<file path="src/sv/ppg_pkg.sv">
`timescale 1ns / 1ps
package ppg_pkg;
	localparam int AVG_WINDOW = 8;
	localparam int INTERVAL_WINDOW = 4;
	localparam int COUNT_WIDTH = 16;
	localparam int MIDX_W = $clog2(AVG_WINDOW);
	localparam int MFILL_W = $clog2(AVG_WINDOW + 1);
	localparam int IIDX_W = (INTERVAL_WINDOW > 1) ? $clog2(INTERVAL_WINDOW) : 1;
	localparam int IFILL_W = $clog2(INTERVAL_WINDOW + 1);
	localparam int ISUM_W = COUNT_WIDTH + IFILL_W;
	localparam int MSUM_W = 32 + MFILL_W;
	localparam int QDEPTH = 2;

	localparam logic signed [16:0] ALPHA_Q15 = 17'sd31130;
	localparam logic signed [16:0] LP_B_Q15 = 17'sd8036;
	localparam logic signed [16:0] LP_A_Q15 = 17'sd16696;

	localparam logic [1:0] REG_PRESENCE = 2'd0;
	localparam logic [1:0] REG_PEAK = 2'd1;
	localparam logic [1:0] REG_MAXRATE = 2'd2;
	localparam logic [1:0] REG_RATEK = 2'd3;

	typedef struct packed {
		logic [15:0] ir_sample;
		logic batch_first;
	} in_item_t;

	typedef struct packed {
		logic beat;
		logic [7:0] bpm;
		logic rate_updated;
		logic finger_present;
	} out_item_t;

	// classified request handed from front to back
	typedef struct packed {
		logic present;
		logic [15:0] ir_sample;
	} job_t;

	typedef enum logic [3:0] {
		ST_IDLE, ST_DC, ST_LP1, ST_LP2, ST_MEAN, ST_DIV, ST_PEAK,
		ST_IDIV, ST_RDIV, ST_OUT
	} back_state_t;

	function automatic logic signed [31:0] sat32(input logic signed [63:0] v);
		if (v > 64'sd2147483647) return 32'sh7fffffff;
		if (v < -64'sd2147483648) return 32'sh80000000;
		return v[31:0];
	endfunction

	// round to nearest, halves toward +inf: floor((p + 2^14) / 2^15)
	function automatic logic signed [63:0] rnd_q15(input logic signed [63:0] p);
		logic signed [63:0] t;
		t = p + 64'sd16384;
		return t >>> 15;
	endfunction
endpackage

</file>
<file path="src/sv/ppg_front.sv">
`timescale 1ns / 1ps
module ppg_front (
	input logic clk,
	input logic arst_n,
	input logic in_valid,
	input ppg_pkg::in_item_t in_data,
	output logic in_stall,
	input logic [15:0] presence_threshold,
	output logic q_valid,
	output ppg_pkg::job_t q_data,
	input logic q_pop
);
	ppg_pkg::job_t mem_q [ppg_pkg::QDEPTH];
	logic wp_q, rp_q;
	logic [1:0] cnt_q;
	logic latch_q, push, lat_n;

	assign in_stall = (cnt_q == 2'd2);
	assign push = in_valid && !in_stall;
	assign lat_n = in_data.batch_first ? (in_data.ir_sample > presence_threshold) : latch_q;
	assign q_valid = (cnt_q != 2'd0);
	assign q_data = mem_q[rp_q];

	always_ff @(posedge clk or negedge arst_n) begin
		if (!arst_n) begin
			wp_q <= 1'b0;
			rp_q <= 1'b0;
			cnt_q <= 2'd0;
			latch_q <= 1'b0;
		end else begin
			if (push) begin
				latch_q <= lat_n;
				wp_q <= ~wp_q;
			end
			if (q_pop) rp_q <= ~rp_q;
			cnt_q <= cnt_q + {1'b0, push} - {1'b0, q_pop};
		end
	end

	always_ff @(posedge clk) begin
		if (push) mem_q[wp_q] <= '{present: lat_n, ir_sample: in_data.ir_sample};
	end
endmodule

</file>
<file path="src/sv/ppg_div.sv">
`timescale 1ns / 1ps
module ppg_div (
	input logic clk,
	input logic arst_n,
	input logic start,
	input logic [35:0] num,
	input logic [35:0] den,
	output logic done,
	output logic [35:0] quo
);
	// restoring divider, one quotient bit a cycle, unsigned
	logic [35:0] q_q, d_q;
	logic [36:0] r_q, trial;
	logic [5:0] n_q;
	logic busy_q;

	assign trial = {r_q[35:0], q_q[35]} - {1'b0, d_q};
	assign quo = q_q;

	always_ff @(posedge clk or negedge arst_n) begin
		if (!arst_n) begin
			busy_q <= 1'b0;
			done <= 1'b0;
			n_q <= '0;
		end else begin
			done <= 1'b0;
			if (start) begin
				busy_q <= 1'b1;
				n_q <= 6'd36;
			end else if (busy_q) begin
				n_q <= n_q - 6'd1;
				if (n_q == 6'd1) begin
					busy_q <= 1'b0;
					done <= 1'b1;
				end
			end
		end
	end

	always_ff @(posedge clk) begin
		if (start) begin
			q_q <= num;
			d_q <= den;
			r_q <= '0;
		end else if (busy_q) begin
			if (!trial[36]) begin
				r_q <= trial;
				q_q <= {q_q[34:0], 1'b1};
			end else begin
				r_q <= {r_q[35:0], q_q[35]};
				q_q <= {q_q[34:0], 1'b0};
			end
		end
	end
endmodule

</file>
<file path="src/sv/ppg_back.sv">
`timescale 1ns / 1ps
module ppg_back (
	input logic clk,
	input logic arst_n,
	input logic q_valid,
	input ppg_pkg::job_t q_data,
	output logic q_pop,
	input logic [15:0] peak_threshold,
	input logic [7:0] max_rate,
	input logic [15:0] rate_constant,
	output logic out_valid,
	output ppg_pkg::out_item_t out_data,
	input logic out_stall
);
	ppg_pkg::back_state_t st_q, st_n;
	logic [15:0] ir_q;
	logic signed [31:0] dc_q, lp_q, oldw_q, ac_q, v0_q, filt_q, level_q, pk_q, tmp_q;
	logic signed [31:0] mwin_q [ppg_pkg::AVG_WINDOW];
	logic signed [ppg_pkg::MSUM_W-1:0] msum_q;
	logic [ppg_pkg::MIDX_W-1:0] midx_q;
	logic [ppg_pkg::MFILL_W-1:0] mfill_q;
	logic wait_q, beat_q, upd_q;
	logic [ppg_pkg::COUNT_WIDTH-1:0] cnt_q, ppos_q, prev_q;
	logic [ppg_pkg::COUNT_WIDTH-1:0] istore_q [ppg_pkg::INTERVAL_WINDOW];
	logic [ppg_pkg::ISUM_W-1:0] isum_q;
	logic [ppg_pkg::IIDX_W-1:0] iidx_q;
	logic [ppg_pkg::IFILL_W-1:0] ifill_q;
	logic [7:0] hold_q;
	logic obuf_v_q;
	ppg_pkg::out_item_t obuf_q;
	logic dv_start, dv_done;
	logic [35:0] dv_num, dv_den, dv_quo;
	logic dv_neg_q;
	// presence of the item in flight
	logic wait_present_q;

	ppg_div u_div (.clk, .arst_n, .start(dv_start), .num(dv_num), .den(dv_den),
		.done(dv_done), .quo(dv_quo));

	logic signed [63:0] prod_a, prod_b;
	logic signed [ppg_pkg::MSUM_W-1:0] msum_n, msum_abs;
	logic [ppg_pkg::MFILL_W-1:0] mfill_n;
	logic [ppg_pkg::COUNT_WIDTH-1:0] ival;
	logic [ppg_pkg::ISUM_W-1:0] isum_n;
	logic [ppg_pkg::IFILL_W-1:0] ifill_n;
	logic pk_beat;
	logic signed [63:0] thr;
	logic signed [36:0] mean_s;

	assign thr = {40'd0, peak_threshold, 8'd0};
	assign out_valid = obuf_v_q;
	assign out_data = obuf_q;

	always_comb begin
		prod_a = 64'(dc_q) * 64'(ppg_pkg::ALPHA_Q15);
		prod_b = 64'(v0_q) * 64'(ppg_pkg::LP_A_Q15);
		if (st_q == ppg_pkg::ST_LP2) prod_a = -64'(ac_q) * 64'(ppg_pkg::LP_B_Q15);
		msum_n = msum_q - ((mfill_q >= ppg_pkg::MFILL_W'(ppg_pkg::AVG_WINDOW))
			? ppg_pkg::MSUM_W'(mwin_q[midx_q]) : '0) + ppg_pkg::MSUM_W'(filt_q);
		msum_abs = msum_n[ppg_pkg::MSUM_W-1] ? -msum_n : msum_n;
		mfill_n = (mfill_q < ppg_pkg::MFILL_W'(ppg_pkg::AVG_WINDOW))
			? mfill_q + 1'b1 : mfill_q;
		ival = ppos_q - prev_q;
		isum_n = isum_q - ((ifill_q >= ppg_pkg::IFILL_W'(ppg_pkg::INTERVAL_WINDOW))
			? ppg_pkg::ISUM_W'(istore_q[iidx_q]) : '0) + ppg_pkg::ISUM_W'(ival);
		ifill_n = (ifill_q < ppg_pkg::IFILL_W'(ppg_pkg::INTERVAL_WINDOW))
			? ifill_q + 1'b1 : ifill_q;
		pk_beat = (64'(level_q) > thr) && wait_q && (level_q < pk_q);
		mean_s = dv_neg_q ? -$signed({1'b0, dv_quo}) : $signed({1'b0, dv_quo});
		dv_start = 1'b0;
		dv_num = 36'(msum_abs);
		dv_den = 36'(mfill_n);
		st_n = st_q;
		q_pop = 1'b0;
		case (st_q)
			ppg_pkg::ST_IDLE:
				if (q_valid && !obuf_v_q) begin
					q_pop = 1'b1;
					st_n = q_data.present ? ppg_pkg::ST_DC : ppg_pkg::ST_OUT;
				end
			ppg_pkg::ST_DC: st_n = ppg_pkg::ST_LP1;
			ppg_pkg::ST_LP1: st_n = ppg_pkg::ST_LP2;
			ppg_pkg::ST_LP2: st_n = ppg_pkg::ST_MEAN;
			ppg_pkg::ST_MEAN: begin
				dv_start = 1'b1;
				st_n = ppg_pkg::ST_DIV;
			end
			ppg_pkg::ST_DIV: if (dv_done) st_n = ppg_pkg::ST_PEAK;
			ppg_pkg::ST_PEAK:
				if (pk_beat) begin
					dv_start = 1'b1;
					dv_num = 36'(isum_n);
					dv_den = 36'(ifill_n);
					st_n = ppg_pkg::ST_IDIV;
				end else begin
					st_n = ppg_pkg::ST_OUT;
				end
			ppg_pkg::ST_IDIV:
				if (dv_done) begin
					if (dv_quo == '0) begin
						st_n = ppg_pkg::ST_OUT;
					end else begin
						dv_start = 1'b1;
						dv_num = 36'(rate_constant);
						dv_den = dv_quo;
						st_n = ppg_pkg::ST_RDIV;
					end
				end
			ppg_pkg::ST_RDIV: if (dv_done) st_n = ppg_pkg::ST_OUT;
			ppg_pkg::ST_OUT: st_n = ppg_pkg::ST_IDLE;
			default: st_n = ppg_pkg::ST_IDLE;
		endcase
	end

	always_ff @(posedge clk or negedge arst_n) begin
		if (!arst_n) begin
			st_q <= ppg_pkg::ST_IDLE;
			dc_q <= '0; lp_q <= '0; msum_q <= '0; midx_q <= '0; mfill_q <= '0;
			wait_q <= 1'b1; pk_q <= '0; cnt_q <= '0; ppos_q <= '0; prev_q <= '0;
			isum_q <= '0; iidx_q <= '0; ifill_q <= '0; hold_q <= '0;
			obuf_v_q <= 1'b0; beat_q <= 1'b0; upd_q <= 1'b0;
		end else begin
			st_q <= st_n;
			if (obuf_v_q && !out_stall) obuf_v_q <= 1'b0;
			case (st_q)
				ppg_pkg::ST_IDLE: if (q_pop) begin
					ir_q <= q_data.ir_sample;
					beat_q <= 1'b0;
					upd_q <= 1'b0;
					if (!q_data.present) hold_q <= '0;
				end
				ppg_pkg::ST_DC: begin
					oldw_q <= dc_q;
					tmp_q <= ppg_pkg::sat32({40'd0, ir_q, 8'd0} + ppg_pkg::rnd_q15(prod_a));
					dc_q <= ppg_pkg::sat32({40'd0, ir_q, 8'd0} + ppg_pkg::rnd_q15(prod_a));
				end
				ppg_pkg::ST_LP1: begin
					ac_q <= ppg_pkg::sat32(64'(tmp_q) - 64'(oldw_q));
					v0_q <= lp_q;
				end
				ppg_pkg::ST_LP2: begin
					tmp_q <= ppg_pkg::sat32(ppg_pkg::rnd_q15(prod_a) + ppg_pkg::rnd_q15(prod_b));
					lp_q <= ppg_pkg::sat32(ppg_pkg::rnd_q15(prod_a) + ppg_pkg::rnd_q15(prod_b));
				end
				ppg_pkg::ST_MEAN: begin
					// window update, division by fill count follows
					if (mfill_q < ppg_pkg::MFILL_W'(ppg_pkg::AVG_WINDOW))
						mfill_q <= mfill_q + 1'b1;
					mwin_q[midx_q] <= filt_q;
					midx_q <= (midx_q == ppg_pkg::MIDX_W'(ppg_pkg::AVG_WINDOW - 1))
						? '0 : midx_q + 1'b1;
					msum_q <= msum_n;
				end
				ppg_pkg::ST_DIV: level_q <= ppg_pkg::sat32(64'(filt_q) - 64'(mean_s));
				ppg_pkg::ST_PEAK: begin
					cnt_q <= cnt_q + 1'b1;
					if (64'(level_q) > thr && wait_q) begin
						if (level_q > pk_q) begin
							pk_q <= level_q;
							ppos_q <= cnt_q;
						end else if (level_q < pk_q) begin
							beat_q <= 1'b1;
							pk_q <= '0;
							wait_q <= 1'b0;
							prev_q <= ppos_q;
							if (ifill_q < ppg_pkg::IFILL_W'(ppg_pkg::INTERVAL_WINDOW))
								ifill_q <= ifill_q + 1'b1;
							istore_q[iidx_q] <= ival;
							iidx_q <= (iidx_q == ppg_pkg::IIDX_W'(ppg_pkg::INTERVAL_WINDOW - 1))
								? '0 : iidx_q + 1'b1;
							isum_q <= isum_n;
						end
					end else if (64'(level_q) < thr) wait_q <= 1'b1;
				end
				ppg_pkg::ST_RDIV: if (dv_done && dv_quo < 36'(max_rate)) begin
					hold_q <= dv_quo[7:0];
					upd_q <= 1'b1;
				end
				ppg_pkg::ST_OUT: begin
					obuf_v_q <= 1'b1;
					obuf_q <= '{beat: beat_q, bpm: hold_q, rate_updated: upd_q,
						finger_present: wait_present_q};
				end
				default: ;
			endcase
		end
	end

	always_ff @(posedge clk or negedge arst_n) begin
		if (!arst_n) wait_present_q <= 1'b0;
		else if (q_pop) wait_present_q <= q_data.present;
	end

	always_ff @(posedge clk) begin
		if (st_q == ppg_pkg::ST_LP2) filt_q <= ppg_pkg::sat32(64'(v0_q)
			+ 64'(ppg_pkg::sat32(ppg_pkg::rnd_q15(prod_a) + ppg_pkg::rnd_q15(prod_b))));
		if (st_q == ppg_pkg::ST_MEAN) dv_neg_q <= msum_n[ppg_pkg::MSUM_W-1];
		else if (st_q == ppg_pkg::ST_PEAK) dv_neg_q <= 1'b0;
	end
endmodule

</file>
<file path="src/sv/ppg_heart_rate_detector.sv">
`timescale 1ns / 1ps
// channel  | handshake          | payload
// in       | in_valid/in_stall  | in_data (ir_sample, batch_first)
// out      | out_valid/out_stall| out_data (beat, bpm, rate_updated, finger_present)
// cfg      | cfg_valid/cfg_ready| cfg_index, cfg_data
// a present sample runs the DC, LP1, LP2, MEAN, PEAK and OUT states and the serial mean
// divider between one queue pop and the next; a beat adds the interval and rate divisions,
// the rate division skipped when the interval mean is zero; an absent sample goes to OUT
// a two-entry queue parts the front from the back; out_stall holds the result register
// reset is asynchronous, active low, and loads the register defaults
module ppg_heart_rate_detector (
	input logic clk,
	input logic arst_n,
	input logic in_valid,
	input ppg_pkg::in_item_t in_data,
	output logic in_stall,
	output logic out_valid,
	output ppg_pkg::out_item_t out_data,
	input logic out_stall,
	input logic cfg_valid,
	output logic cfg_ready,
	input logic [1:0] cfg_index,
	input logic [15:0] cfg_data
);
	logic [15:0] pres_q, peak_q, ratek_q;
	logic [7:0] maxr_q;
	logic q_valid, q_pop;
	ppg_pkg::job_t q_data;

	assign cfg_ready = 1'b1;

	always_ff @(posedge clk or negedge arst_n) begin
		if (!arst_n) begin
			pres_q <= 16'd10000;
			peak_q <= 16'd100;
			maxr_q <= 8'd200;
			ratek_q <= 16'd3000;
		end else if (cfg_valid) begin
			case (cfg_index)
				ppg_pkg::REG_PRESENCE: pres_q <= cfg_data;
				ppg_pkg::REG_PEAK: peak_q <= cfg_data;
				ppg_pkg::REG_MAXRATE: maxr_q <= cfg_data[7:0];
				ppg_pkg::REG_RATEK: ratek_q <= cfg_data;
				default: ;
			endcase
		end
	end

	ppg_front u_front (.clk, .arst_n, .in_valid, .in_data, .in_stall,
		.presence_threshold(pres_q), .q_valid, .q_data, .q_pop);

	ppg_back u_back (.clk, .arst_n, .q_valid, .q_data, .q_pop,
		.peak_threshold(peak_q), .max_rate(maxr_q), .rate_constant(ratek_q),
		.out_valid, .out_data, .out_stall);
endmodule
</file>
<file path="config.mk">
export PLATFORM = sky130hd
export DESIGN_NAME = ppg_heart_rate_detector
export DESIGN_NICKNAME = d
export VERILOG_FILES = /design/src/sv/ppg_pkg.sv /design/src/sv/ppg_front.sv /design/src/sv/ppg_div.sv /design/src/sv/ppg_back.sv /design/src/sv/ppg_heart_rate_detector.sv
export SDC_FILE = /design/constraint.sdc
export NUM_CORES = 2
export LEC_CHECK = 0
export ABC_AREA = 1
export BUFFER_PORTS_ARGS = -buffer_cell sky130_fd_sc_hd__buf_4
export CAP_MARGIN = 15
export CORE_AREA = 2 2 344 602
export CTS_CLUSTER_DIAMETER = 60
export DETAILED_ROUTE_END_ITERATION = 7
export DIE_AREA = 0 0 346 604
export PLACE_DENSITY = 0.56
export SYNTH_ARGS = -nofsm -noshare
export SYNTH_HDL_FRONTEND = slang
export SYNTH_SLANG_ARGS = --single-unit
</file>
<file path="constraint.sdc">
create_clock -name clk -period 42.4 [get_ports clk]
set_clock_uncertainty 0.05 [all_clocks]
set_input_delay 2.12 -clock clk [delete_from_list [all_inputs] [get_ports clk]]
set_output_delay 2.12 -clock clk [all_outputs]
set_load 0.005 [all_outputs]
</file>
==> impl_metrics.tcl <==
set metrics [dict create \
    netlist.area_leader.share_pct 21.19 \
    synth_area_leaders "edfxtp_1 (21%), fa_1 (14%), ha_1 (12%)" \
    antenna_found_initial 10 \
    num_rows 220 \
    mapped_cell_area_mm2 0.09153 \
    most_used_cells_in_the_layout_excluding_fill_and_tap_cells "nand2_1 (2551), inv_1 (2361), ha_1 (887), nor2_1 (739), edfxtp_1 (646)" \
    dieWidth_um 346 \
    detail_route.iter0.violations 4516 \
    crit_fanout 31 \
    startpoint_class_of_the_critical_path "register" \
    worst_ep_arrival_time_ns 18.67 \
    port-buffer-count 52 \
    die_area_mm2 0.2090 \
    cp_top_family "simple AND/OR/NAND/NOR gates" \
    crit_top_cell "nand2_1" \
    final_layout_size_suffix_gt1_share_pct 4.313 \
    globalplace.congestion 1.046 \
    core_region_area_mm2 0.2042 \
    yosysSeqAreaShare_pct 30.13 \
    setup_total_negative_slack_ns 0 \
    postSynthRegisterBits 979 \
    first_global_vias 79632 \
    cp-end-kind "register" \
    grt_setup_unrepaired "no" \
    yosysWarningCount 0 \
    final_antenna_net_count 0 \
    buffering_stage_count_on_the_worst_path_with_inverters_included 8 \
    cts_root_buffer "clkbuf_16" \
    dr.pass1.iters 8 \
    final_routed_wire_length_divided_by_cell_count_um 25.48 \
    hp_class "reg2reg" \
    synth_flop_cell "edfxtp_1" \
    grt_pass1_wl_mm 518.4 \
    clk_transition_reported_paths_ns 0.06 \
    route.final.wire_length_mm 358.2 \
    clkLatencyLatePin_ns 0.77 \
    failed_checks "design-rule violations" \
    grtUsageTotal_pct 34.29 \
    flow.area_growth_from_synthesis_pct 8.151 \
    synthCells 11246 \
    cap_violations 0 \
    grt_max_degree 125 \
    synth_cell_type_count 72 \
    critical_path.max_stage_delay_ns 0.83 \
    status "finished, violations left" \
    post-cts-setup-buffers 0 \
    clock-sinks 979 \
    post_cts.resized_instances 0 \
    area_taken_by_multi_input_logic_gates_mm2 0.05431 \
    synth.avg_cell_area_um2 8.139 \
    floorplan.initialDensity_pct 44.81 \
    register_area_mm2 0.02758 \
    route.detailed.vias_per_inst 5.385 \
    min_period_over_period_pct 42.91 \
    max_slew_margin_pct 7.058 \
    async_flop_share_pct 30.34 \
    cts_buffer_depth 3 \
    worst-endpoint-required_ns 42.88 \
    cts-buffers-inserted 101 \
    ioPinCount 54 \
    hold_viol_final 0 \
    fmax_ghz 0.05497 \
    dp_hpwl_mm 302.8 \
    cts_max_level 3 \
    number_of_enable_flip_flop_cells_after_synthesis 646 \
    detailroute.via_count 75700 \
    cpMaxStageDelayCell "xor2_1" \
    syn-num-nets 12812 \
    cts_hold_buf 0 \
    nNetsFinal 12862 \
    setup_viol 0 \
    drv_slew 0 \
    critPathKind "reg2reg" \
    number_of_fillers_in_the_final_layout 20290 \
    fin_crit_ns 18.19 \
    mostFrequentLayoutCell "nand2_1" \
    dr_drc_count 2 \
    die_h_um 604 \
    tightestPinTransition_ns 1.380 \
    global_route.overflow_total 0 \
    synth.largest_area_cell "edfxtp_1" \
    tritoncts_clock_tree "done" \
]
## worst reg2reg max path, delay by kind of cell (launching register included)
kind,cells,cell delay [ns]
AOI/OAI and AO/OA,22,4.90
adders and majority gates,10,3.99
DFF,1,0.51
xor gates and xnor gates,5,2.22
buffers and inverters,8,0.78
and+or+nand+nor,32,5.59
## path summary, 6_finish.rpt
check	from	endpoint	slack [ns]	cells after the start
min in group asynchronous	arst_n	u_back.prev_q[1]	1.24	1
max in group asynchronous	arst_n	u_back.dc_q[28]	39.42	2
worst min register to register	u_back.hold_q[1]	u_back.out_data[3]	0.38	0
worst max-delay path	u_back.ac_q[0]	u_back.filt_q[2]	24.21	77
worst max register to register	u_back.ac_q[0]	u_back.filt_q[2]	24.21	77
worst min-delay path	u_back.hold_q[1]	u_back.out_data[3]	0.38	0
## stage by stage
stage               hold slack, ns  area [um2]  std cells  setup slack [ns]  util [%]
floorplan                   0.3686       91530      11246             28.40         -
detailed placement          0.3840       95250      13852             24.42     46.64
global placement            0.3790       95250      13852             24.63     46.64
finish                      0.3757       98990      14058             24.21     48.47
CTS                         0.3559       98880      14043             24.41     48.41
global route                0.3951       98980      14051             22.69     48.46
## logic make-up (layout without fill, tap and decap cells)
family | count (synthesis) | after routing | synth area share [%]
AOI/OAI and AO/OA | 1480 | 1480 | 9.283
xor gates and xnor gates | 511 | 511 | 4.890
adders and majority gates | 1526 | 1526 | 26.10
buffers and inverters | 2591 | 2729 | 10.69
DFF | 979 | 979 | 30.13
muxes | 20 | 20 | 0.2461
other | 1 | 11 | 0.004097
and+or+nand+nor | 4138 | 4138 | 18.66
## routing by layer
layer  wire length, um  vias up  GRT usage [%]
met1            109200    36615          30.24
met3             11360      991          2.859
met2            193400     2094          66.49
met4             44120        2          33.96
li1                  -    35998              -
met5                18        -              0
## cell usage after synthesis (20+ instances only)
cell type and number:
a31oi_1 49, inv_2 33, clkbuf_1 152, a22oi_1 44, a21oi_1 546, xor2_1 364
nand4_1 125, mux2_2 20, a41oi_1 24, buf_1 21, dfxtp_1 36, o21ai_0 506
dfrtp_1 278, nor3_1 100, o211ai_1 46, ha_1 887, nand2_1 2553, nor4_1 32
o21bai_1 36, edfxtp_1 646, o22ai_1 29, a21o_1 21, nor2_2 20, nand3_1 463
a221oi_1 35, fa_1 639, xnor2_1 147, nand3b_1 21, inv_1 2362, nor2_1 754
## sequential cells by signal, indices dropped and copies added, names as in the netlist, 19 cells and up
| signal | count |
|---|---|
| u_back.dc_q | 32 |
| u_back.u_div.quo | 36 |
| u_back.isum_q | 19 |
| u_back.ac_q | 32 |
| u_back.pk_q | 32 |
| u_back.u_div.d_q | 36 |
| u_back.u_div.r_q | 36 |
| u_front.mem_q | 34 |
| u_back.filt_q | 32 |
| u_back.oldw_q | 32 |
| u_back.tmp_q | 32 |
| u_back.lp_q | 32 |
| u_back.level_q | 32 |
| u_back.v0_q | 32 |
| u_back.istore_q | 64 |
| u_back.mwin_q | 256 |
| u_back.msum_q | 36 |
## layout make-up
cell class,instances,share of cell area (%)
inverters,2400,9.103
clock inverters,72,1.004
well taps,2664,3.367
flip-flops and latches,979,27.86
diodes,10,0.02528
multi-input cells,7676,54.87
repair buffers,138,1.117
clock buffers,119,2.662
Power is not shown: default switching activity piles up to over one toggle a cycle in this logic, so the estimate is an artifact.
